$ cat config.mk
export PLATFORM = sky130hd
export DESIGN_NAME = stopwatch_lap_pause_control
export DESIGN_NICKNAME = d
export VERILOG_FILES = /design/src/design/swlpc_pkg.sv /design/src/design/stopwatch_lap_pause_control.sv
export SDC_FILE = /design/constraint.sdc
export NUM_CORES = 1
export LEC_CHECK = 0
export BUFFER_PORTS_ARGS = -buffer_cell sky130_fd_sc_hd__buf_2
export CORE_MARGIN = 10
export CORE_UTILIZATION = 60
export CTS_CLUSTER_DIAMETER = 30
export DETAILED_ROUTE_END_ITERATION = 10
export PLACE_DENSITY = 0.78
export SLEW_MARGIN = 20
export SYNTH_ARGS = -nofsm -noshare
export SYNTH_HDL_FRONTEND = slang
export SYNTH_SLANG_ARGS = --single-unit
export TNS_END_PERCENT = 30
$ cat constraint.sdc
create_clock -name aclk -period 10.95 [get_ports aclk]
set_input_delay 1.095 -clock aclk [delete_from_list [all_inputs] [get_ports aclk]]
set_output_delay 1.095 -clock aclk [all_outputs]
set_load 0.02 [all_outputs]
$ cat src/design/swlpc_pkg.sv
// Shared types and constants for the stopwatch lap/pause controller.
`timescale 1ns / 1ps

package swlpc_pkg;

    localparam int unsigned STAMP_W    = 32;
    localparam int unsigned HOLD_W     = 16;
    localparam int unsigned IN_DATA_W  = 32;
    localparam int unsigned IN_USER_W  = 2;
    localparam int unsigned OUT_DATA_W = 72;

    localparam logic [HOLD_W-1:0] HOLD_RESET_MS = 16'd2000;

    typedef enum logic [2:0] {
        MODE_IDLE  = 3'd0,
        MODE_RUN   = 3'd1,
        MODE_LAP   = 3'd2,
        MODE_PAUSE = 3'd3,
        MODE_RESET = 3'd4
    } mode_t;

    typedef enum logic [1:0] {
        FUNC_TICK    = 2'd0,
        FUNC_PRESS   = 2'd1,
        FUNC_RELEASE = 2'd2,
        FUNC_NONE    = 2'd3
    } func_t;

    typedef enum logic [1:0] {
        HOLD_SHORT  = 2'd0,
        HOLD_MEDIUM = 2'd1,
        HOLD_LONG   = 2'd2
    } hold_class_t;

endpackage

$ cat src/design/stopwatch_lap_pause_control.sv
// Stopwatch lap/pause controller: input register, state update, result register.
// The state update is one pass of compare/subtract logic between input reg and result reg.
// Throughput: one request per cycle while the output is not stalled (m_tready).
// A held result does not block intake until both the input and result registers are full.
// Reset (aresetn low, synchronous): mode idle, all stamps and pause sums zero,
// first lap pending, hold interval back to 2000 ms.
`timescale 1ns / 1ps

module stopwatch_lap_pause_control (
    input  logic                               aclk,
    input  logic                               aresetn,
    // configuration write: hold_interval_ms
    input  logic                               cfg_valid,
    output logic                               cfg_ready,
    input  logic [swlpc_pkg::HOLD_W-1:0]       cfg_data,
    // s_tdata: now_ms[31:0]
    input  logic                               s_tvalid,
    output logic                               s_tready,
    input  logic [swlpc_pkg::IN_DATA_W-1:0]    s_tdata,
    // s_tuser: func[1:0]
    input  logic [swlpc_pkg::IN_USER_W-1:0]    s_tuser,
    // m_tdata: mode[2:0], elapsed_ms[34:3], lap_ms[66:35], lap_visible[67], zero pad
    output logic                               m_tvalid,
    input  logic                               m_tready,
    output logic [swlpc_pkg::OUT_DATA_W-1:0]   m_tdata
);
    import swlpc_pkg::*;

    localparam int unsigned PAD_W = OUT_DATA_W - (3 + 2 * STAMP_W + 1);

    logic [HOLD_W-1:0]      hold_iv_reg;

    logic                   in_valid_reg;
    func_t                  in_func_reg;
    logic [STAMP_W-1:0]     in_now_reg;

    mode_t                  mode_reg, mode_next;
    logic [STAMP_W-1:0]     start_reg, start_next;
    logic [STAMP_W-1:0]     base_reg, base_next;        // start stamp plus total pause
    logic [STAMP_W-1:0]     sampled_reg, sampled_next;
    logic [STAMP_W-1:0]     pause_stamp_reg, pause_stamp_next;
    logic [STAMP_W-1:0]     psl_reg, psl_next;          // pause since last lap
    logic [STAMP_W-1:0]     last_lap_reg, last_lap_next;
    logic [STAMP_W-1:0]     lap_reg, lap_next;
    logic                   opening_lap_reg, opening_lap_next;
    logic                   pause_seen_reg, pause_seen_next;
    logic [STAMP_W-1:0]     press_stamp_reg, press_stamp_next;
    logic                   press_active_reg, press_active_next;
    logic                   lap_shown_reg, lap_shown_next;

    logic                   m_valid_reg;
    logic [OUT_DATA_W-1:0]  m_data_reg;

    logic                   advance;
    logic [HOLD_W-1:0]      hold_iv;
    logic [STAMP_W-1:0]     hold_ms;
    logic [STAMP_W-1:0]     span;
    logic [STAMP_W-1:0]     lap_ref;
    logic [STAMP_W-1:0]     lap_off;
    hold_class_t            hold_class;
    logic [STAMP_W-1:0]     elapsed;

    assign cfg_ready = 1'b1;
    assign advance   = in_valid_reg && (!m_valid_reg || m_tready);
    assign s_tready  = !in_valid_reg || advance;
    assign m_tvalid  = m_valid_reg;
    assign m_tdata   = m_data_reg;

    // A zero interval acts as one.
    assign hold_iv = (hold_iv_reg == '0) ? HOLD_W'(1) : hold_iv_reg;
    assign hold_ms = in_now_reg - press_stamp_reg;
    assign span    = in_now_reg - pause_stamp_reg;
    assign lap_ref = opening_lap_reg ? start_reg : last_lap_reg;
    assign lap_off = pause_seen_reg ? psl_reg : '0;

    always_comb begin
        if (!press_active_reg || hold_ms < STAMP_W'(hold_iv)) begin
            hold_class = HOLD_SHORT;
        end else if (hold_ms < {{(STAMP_W-HOLD_W-1){1'b0}}, hold_iv, 1'b0}) begin
            hold_class = HOLD_MEDIUM;
        end else begin
            hold_class = HOLD_LONG;
        end
    end

    always_comb begin
        mode_next         = mode_reg;
        start_next        = start_reg;
        base_next         = base_reg;
        sampled_next      = sampled_reg;
        pause_stamp_next  = pause_stamp_reg;
        psl_next          = psl_reg;
        last_lap_next     = last_lap_reg;
        lap_next          = lap_reg;
        opening_lap_next  = opening_lap_reg;
        pause_seen_next   = pause_seen_reg;
        press_stamp_next  = press_stamp_reg;
        press_active_next = press_active_reg;
        lap_shown_next    = lap_shown_reg;

        case (in_func_reg)
            FUNC_TICK: begin
                unique case (mode_reg)
                    MODE_IDLE, MODE_PAUSE: begin
                    end
                    MODE_RUN: begin
                        sampled_next = in_now_reg;
                    end
                    MODE_LAP: begin
                        // settle the pending lap against the previous sample
                        lap_next         = sampled_reg - lap_ref - lap_off;
                        last_lap_next    = sampled_reg;
                        opening_lap_next = 1'b0;
                        pause_seen_next  = 1'b0;
                        lap_shown_next   = 1'b1;
                        sampled_next     = in_now_reg;
                        mode_next        = MODE_RUN;
                    end
                    MODE_RESET: begin
                        lap_shown_next = 1'b0;
                    end
                    default: begin
                        mode_next = MODE_RESET;
                    end
                endcase
            end
            FUNC_PRESS: begin
                press_stamp_next  = in_now_reg;
                press_active_next = 1'b1;
            end
            FUNC_RELEASE: begin
                press_active_next = 1'b0;
                case (hold_class)
                    HOLD_SHORT: begin
                        if (mode_reg == MODE_IDLE) begin
                            mode_next  = MODE_RUN;
                            start_next = in_now_reg;
                            base_next  = in_now_reg - (start_reg - base_reg);
                        end else if (mode_reg == MODE_RUN) begin
                            mode_next = MODE_LAP;
                        end else if (mode_reg == MODE_RESET) begin
                            start_next       = in_now_reg;
                            base_next        = in_now_reg;
                            psl_next         = '0;
                            last_lap_next    = '0;
                            lap_shown_next   = 1'b0;
                            opening_lap_next = 1'b1;
                            pause_seen_next  = 1'b0;
                            mode_next        = MODE_RUN;
                        end
                    end
                    HOLD_MEDIUM: begin
                        if (mode_reg == MODE_RUN) begin
                            pause_stamp_next = sampled_reg;
                            mode_next        = MODE_PAUSE;
                        end else if (mode_reg == MODE_PAUSE) begin
                            base_next       = base_reg + span;
                            psl_next        = pause_seen_reg ? psl_reg + span : span;
                            pause_seen_next = 1'b1;
                            mode_next       = MODE_RUN;
                        end
                    end
                    default: begin
                        if (mode_reg == MODE_RUN) begin
                            mode_next = MODE_RESET;
                        end
                    end
                endcase
            end
            default: begin
            end
        endcase
    end

    // elapsed = sampled - start - total pause, with base = start + total pause
    assign elapsed = sampled_next - base_next;

    always_ff @(posedge aclk) begin
        if (!aresetn) begin
            hold_iv_reg      <= HOLD_RESET_MS;
            in_valid_reg     <= 1'b0;
            m_valid_reg      <= 1'b0;
            mode_reg         <= MODE_IDLE;
            start_reg        <= '0;
            base_reg         <= '0;
            sampled_reg      <= '0;
            pause_stamp_reg  <= '0;
            psl_reg          <= '0;
            last_lap_reg     <= '0;
            lap_reg          <= '0;
            opening_lap_reg  <= 1'b1;
            pause_seen_reg   <= 1'b0;
            press_stamp_reg  <= '0;
            press_active_reg <= 1'b0;
            lap_shown_reg    <= 1'b0;
        end else begin
            if (cfg_valid) begin
                hold_iv_reg <= cfg_data;
            end
            if (s_tready) begin
                in_valid_reg <= s_tvalid;
            end
            if (advance) begin
                m_valid_reg      <= 1'b1;
                mode_reg         <= mode_next;
                start_reg        <= start_next;
                base_reg         <= base_next;
                sampled_reg      <= sampled_next;
                pause_stamp_reg  <= pause_stamp_next;
                psl_reg          <= psl_next;
                last_lap_reg     <= last_lap_next;
                lap_reg          <= lap_next;
                opening_lap_reg  <= opening_lap_next;
                pause_seen_reg   <= pause_seen_next;
                press_stamp_reg  <= press_stamp_next;
                press_active_reg <= press_active_next;
                lap_shown_reg    <= lap_shown_next;
            end else if (m_tready) begin
                m_valid_reg <= 1'b0;
            end
        end
    end

    // payload registers: hold the input while stalled, load the result on advance
    always_ff @(posedge aclk) begin
        if (s_tready && s_tvalid) begin
            in_func_reg <= func_t'(s_tuser);
            in_now_reg  <= s_tdata;
        end
        if (advance) begin
            m_data_reg <= {{PAD_W{1'b0}}, lap_shown_next, lap_next, elapsed, mode_next};
        end
    end

endmodule
# Word-level counts from Yosys, hierarchy flattened
# Index checks and enable logic that the tools add are counted.
totals:
  ff_bits: 383
op_classes:
  n_reduce_logical: 26
  mux: 60
  eq_ne: 24
  add_sub_neg: 9
  n_lt_le_gt_ge: 2
op_table:
  columns: ["cell", "count"]
  rows:
  - ["32-bit two-way mux", 23]
  - ["32-bit subtractor", 7]
  - ["32-bit case mux with 2 select lines", 3]
  - ["32-bit adder", 2]
  - ["32-bit by 16-bit < comparator with 1-bit output", 1]
  - ["32-bit by 17-bit < comparator with 1-bit output", 1]
  - ["2-bit inequality test, second input constant", 11]
  - ["3-bit two-way mux", 6]
  - ["3-bit inequality test, second input constant", 6]
  - ["3-bit case mux with 2 select lines", 3]
  - ["16-bit zero test", 1]
  - ["1-bit two-way mux", 16]
  - ["16-bit two-way mux", 1]
  - ["1-bit case mux with 2 select lines", 6]
  - ["2-bit nonzero test", 5]
  - ["9-bit AND reduction", 1]
  - ["8-bit AND reduction", 1]
  - ["7-bit AND reduction", 1]
  - ["3-bit by 2-bit == test with 1-bit output, second input constant", 2]
  - ["5-bit AND reduction", 1]
  - ["2-bit by 1-bit == test with 1-bit output, second input constant", 2]
  - ["2-bit zero test", 2]
  - ["2-bit two-way mux", 2]
  - ["2-bit AND reduction", 2]
  - ["other kinds (10)", 15]

# Depth between registers and ports, before layout
logic_depth:
  ltp_word: 9
  ltp_mapped: 37
  mapped_depth_nobuf: 37

# Least setup slack after synthesis
# No wires, ideal clock.
synth_timing:
  path_type: "register -> register"
  startpoint: "register in_now_reg[0]"
  endpoint: "register m_data_reg[34] (netlist: m_tdata[34]) (data pin)"
  period_less_slack_ns: 7.591
  stages_incl_launch_ff: 33
  t_arrival_ns: 7.324
  required_ns: 10.682
  setup_slack_ns: 3.359
  cell_sequence: "edfxtp_1 -> inv_1 -> ha_1 -> inv_1 -> fa_1 -> a211o_1 -> a21o_1 -> a2111oi_4 -> nor3_2 -> or3_1 -> and2_1 -> ha_1 -> nand2_1 -> a21oi_1 -> a221oi_1 -> o41a_1 -> a31oi_1 -> nor3_1 -> nand4_1 -> clkbuf_1 -> nor2_1 -> o21ai_0 -> and2_1 -> ha_1 -> o21ai_0 -> or3b_2 -> a31o_2 -> a31oi_1 -> a21oi_1 -> a21o_1 -> a21o_1 -> a21oi_1 -> xnor3_1"
synth_via:
  elab_chain_len: 8
synth_rtl:
  columns: ["element", "line_no", "rtl"]
  rows:
  - ["start, declared", "stopwatch_lap_pause_control.sv:35", "logic [STAMP_W-1:0] in_now_reg;"]
  - ["start signal, assigned", "stopwatch_lap_pause_control.sv:228", "in_now_reg <= s_tdata;"]
  - ["32-bit subtractor", "stopwatch_lap_pause_control.sv:71", "assign hold_ms = in_now_reg - press_stamp_reg;"]
  - ["32-bit by 17-bit < comparator with 1-bit output / 32-bit by 16-bit < comparator with 1-bit output (equally long branches)", "stopwatch_lap_pause_control.sv:79, stopwatch_lap_pause_control.sv:77", null]
  - ["2-bit two-way mux / 1-bit logical OR (equally long branches)", "stopwatch_lap_pause_control.sv:79, stopwatch_lap_pause_control.sv:77", null]
  - ["2-bit two-way mux", "stopwatch_lap_pause_control.sv:77", "if (!press_active_reg || hold_ms < STAMP_W'(hold_iv)) begin"]
  - ["2-bit by 1-bit == test with 1-bit output / 2-bit zero test (equally long branches)", "stopwatch_lap_pause_control.sv:133", "case (hold_class)"]
  - ["32-bit case mux with 2 select lines", "stopwatch_lap_pause_control.sv:133", null]
  - ["32-bit two-way mux", "stopwatch_lap_pause_control.sv:101", "case (in_func_reg)"]
  - ["32-bit subtractor (*)", "stopwatch_lap_pause_control.sv:176", "assign elapsed = sampled_next - base_next;"]
  - ["named net elapsed[31]", "stopwatch_lap_pause_control.sv:61", "logic [STAMP_W-1:0] elapsed;"]
  - ["end signal, assigned", "stopwatch_lap_pause_control.sv:231", "m_data_reg <= {{PAD_W{1'b0}}, lap_shown_next, lap_next, elapsed, mode_next};"]
  - ["end, declared", "stopwatch_lap_pause_control.sv:52", "logic [OUT_DATA_W-1:0] m_data_reg;"]
# Mark *: on every way through the listed nets, which the timed path passes. The rest lies on a longest branch.
# A chain may end at the register's enable or synchronous reset.

# Final worst setup path
# Same ends and word-level chain as after synthesis.

==> summary by stage <==
Floorplan
The number of I/O pins is 130. The site row count is 81. Measured along the x axis, the die boundary spans 242 um. The initial utilization of the core area, before any placement, comes to 60.6%. The die area is 58800 sq um. The die height is 242 um. The core region is 49000 sq um.

Worst hold path
In this run the worst hold path is classified as reg2reg. In this run the most critical hold path is launched from pause_stamp_reg[16].

GRT
The first global-routing pass estimated 152000 um of wire. The initial antenna violation count is 2. The number of global-route vias before repair is 27100. The total routing resource utilization after global routing is 32.3%.

Global routing finished with a remaining overflow of 0. The maximum number of pins on one net before global-route repair is 155.

Synth
The fraction of synthesized cell area taken by the top area cell type is 19.0%. Counting every instance in the synthesized netlist gives 3643. The number of unique standard cell types used by synthesis is 92.

Among all cell types in the netlist, the one instantiated most often is nand2_1. In this run, synthesis inferred 102 flip-flops with an integrated enable. The count of yosys warnings during synthesis is 0. The leading area contributor after synthesis is dfxtp_1. For this run, the register share of the synthesized area comes to 29.3%. The fraction of registers with async set or reset after synthesis is 0%. The mean area per synthesized cell is 8.15 sq um.

The post-synthesis cell area is 29700 sq um. For this run, the leading register cell type out of synthesis is dfxtp_1. In this run, synthesis produced a sequential element count of 383. Counting instances in the post-synthesis netlist gives the leading cell types as nand2_1, a21oi_1, dfxtp_1, inv_1, ha_1. In the post-synthesis netlist, the biggest area contributors are dfxtp_1, ha_1, edfxtp_1, a21oi_1, nand2_1.

Setup path
The cell occurring most often along the worst timing path is a21oi_1. For this run, the slowest stage of the critical path takes 890 ps. The type of element capturing the critical path is a register.

The category of the critical setup timing path is reg2reg. In this run the worst path has a maximum fanout of 37. Grouping stages by cell kind, the critical path spends the most delay in compound AO/OA/AOI/OAI gates.

The critical path startpoint category is a register. The critical path contains buffers and inverters numbering 3 combined. The arrival time of the worst setup path is 9670 ps. The worst register-to-register path begins at in_now_reg[0]. The cell with the largest stage delay on the worst path is nor3_1. The first element of the critical path is in_now_reg[0]. The critical path data required time is 11320 ps.

Layout
The repair_antennas step left the layout with diodes totalling 0. The number of filler cells placed in the layout is 3999. The layout-stage area growth over the synthesis result is 15.2%. Across the whole layout, storage elements account for 8690 sq um.

Cells with a size suffix above 1 make up 11.1% of the layout. The combined area of the multi-input logic cells is 19400 sq um. The register with the most flip-flops in the layout has 68 of them. After the last flow step, the layout net total stands at 4110.

Drt
The routed via count is 28400. The number of detailed-route iterations in the first pass is 6. After detailed routing, the number of vias per cell comes to 6.34. The routed design has 99000 um of wire. After detailed routing, the number of remaining DRC violations is 0. Dividing the detail-routed wire length by the instance count gives 22.1 um. The remaining antenna violation count is 0. In this run, the number of DRC markers left after iteration 0 of detailed routing was 2731.

Placed design
The congestion estimate from routability-driven global placement came to 1.01. The half-perimeter wire length after detailed placement is 69400 um. During placement, the flow inserted port buffers numbering 124.

STA
The relative slew slack is 24.2%. Setup repair after global routing left no endpoint under its margin. The count of final hold-check violations came to 0. The worst clock skew is 23.5 ps. The slew at the pin closest to its max-slew limit is 1130 ps. The final-report max-slew violation count is 0. Setup violations remaining at the end of the flow were counted as 0.

Dividing the final minimum period by the clock period gives 84.9%. Static timing analysis puts the maximum clock frequency at 0.108 GHz. The total negative slack for setup checks is 0 ps. After layout, the minimum clock period comes to 9300 ps.

Clock network
TritonCTS built the clock tree. The buffer cell driving the clock tree root is clkbuf_16. The tree built by TritonCTS fans out to 383 sinks. Buffers inserted to repair hold after CTS numbered 0.

The total CTS buffers is 94. The CTS clock-pin slew for the worst setup and hold paths is 50 ps. The latest clock arrival within the worst-skew pair is 640 ps.

Buffers added to address setup during post-CTS repair amount to 0. The post-cts repair resize count is 0. The H-tree depth is 3. The clock passes through at most 3 buffers.

Pwr
In this run the static leakage power is 14.1 nW. Overall power consumption after layout is estimated at 5.73 mW. Power spread over the standard cell area amounts to 168 nW/um^2. VDD sags by at most 128 uV.

Run status
The run finished with clean final reports.

Flow run
The number of max-cap violations is 0.
-- per-stage QoR --
| stage | cell area [sq um] | hold WS (ps) | setup WS, ps | instances | util, % |
|---|---|---|---|---|---|
| after floorplan | 29700 | 432 | 3360 | 3646 | - |
| after global placement | 30800 | 438 | 2070 | 4302 | 63.0 |
| after detailed placement | 30800 | 445 | 1930 | 4302 | 63.0 |
| after CTS | 34200 | 451 | 1800 | 4479 | 69.8 |
| after global routing | 34200 | 471 | 1190 | 4479 | 69.8 |
| final | 34200 | 450 | 1650 | 4479 | 69.8 |
-- where the power goes --
| part | leakage, nW | total (mW) | internal [mW] | switching (mW) |
|---|---|---|---|---|
| logic | 9.31 | 1.24 | 0.472 | 0.765 |
| registers | 3.24 | 1.57 | 1.52 | 0.0502 |
| clock network | 1.60 | 2.92 | 1.95 | 0.976 |
| total | 14.1 | 5.73 | 3.94 | 1.79 |
-- cell usage in the layout, fill, tap and decap left out, types with 18 or more instances in the layout --
master	n
nand2b_1	26
nor3_1	58
nand3_1	63
o21a_1	43
and2_1	22
mux2_2	37
dfxtp_1	279
edfxtp_1	102
inv_1	266
a21o_1	114
or4_1	23
fa_1	67
xnor2_1	110
mux2i_1	77
ha_1	254
a21oi_1	416
buf_4	36
o22ai_1	18
buf_2	124
clkbuf_16	97
a211oi_1	45
a31oi_1	42
nand4_1	37
nor2_1	187
o211ai_1	37
o21ai_0	228
and3_1	27
nor4_1	20
or3_1	24
xor2_1	59
o21bai_1	28
nor2b_1	29
nand2_1	494
-- logic make-up (layout without fill, tap and decap cells) --
logic type / Yosys count / in the layout / share of synthesized area (%)
AOI/OAI and AO/OA: 1144 / 1144 / 24.1
buffers and inverters: 440 / 609 / 5.64
xor gates and xnor gates: 170 / 170 / 5.06
muxes: 114 / 114 / 4.00
DFF: 383 / 383 / 29.3
and+or+nand+nor: 1069 / 1069 / 16.7
other: 2 / 5 / 0.0253
adders and majority gates: 321 / 321 / 15.2
-- routing by layer --
metal	routed length, um	global-route usage (%)	part of all wire [%]
met5	18	0	0.018
met4	6860	20.4	6.9
met3	8640	7.52	8.7
met2	43500	50.4	44
met1	40000	39.8	40
-- worst reg2reg max path, delay by kind of cell, from the launching register on --
family	cells	cell delay (ps)
AO/OA/AOI/OAI	14	3230
adder cells (fa/ha/maj)	4	1270
flip-flops	1	500
AND/OR/NAND/NOR	11	3120
XOR/XNOR	1	390
buffers and inverters	3	520
-- area by class of cell --
cell class              count  share of cell area [%]
flip-flops and latches    383                    25.4
clock inverters            73                    2.48
inverters                 271                    3.00
clock buffers             104                    7.29
repair buffers            161                    2.66
multi-input cells        2823                    56.7
well taps                 664                    2.43
-- worst paths after layout --
kind                         endpoint  slack [ps]  cells after the start
setup / recovery          m_tdata[34]        1650                     33
setup reg to reg          m_tdata[34]        1650                     33
hold / removal    pause_stamp_reg[16]         450                      2
hold reg to reg   pause_stamp_reg[16]         450                      2
Power figures use the tool's default switching activity.
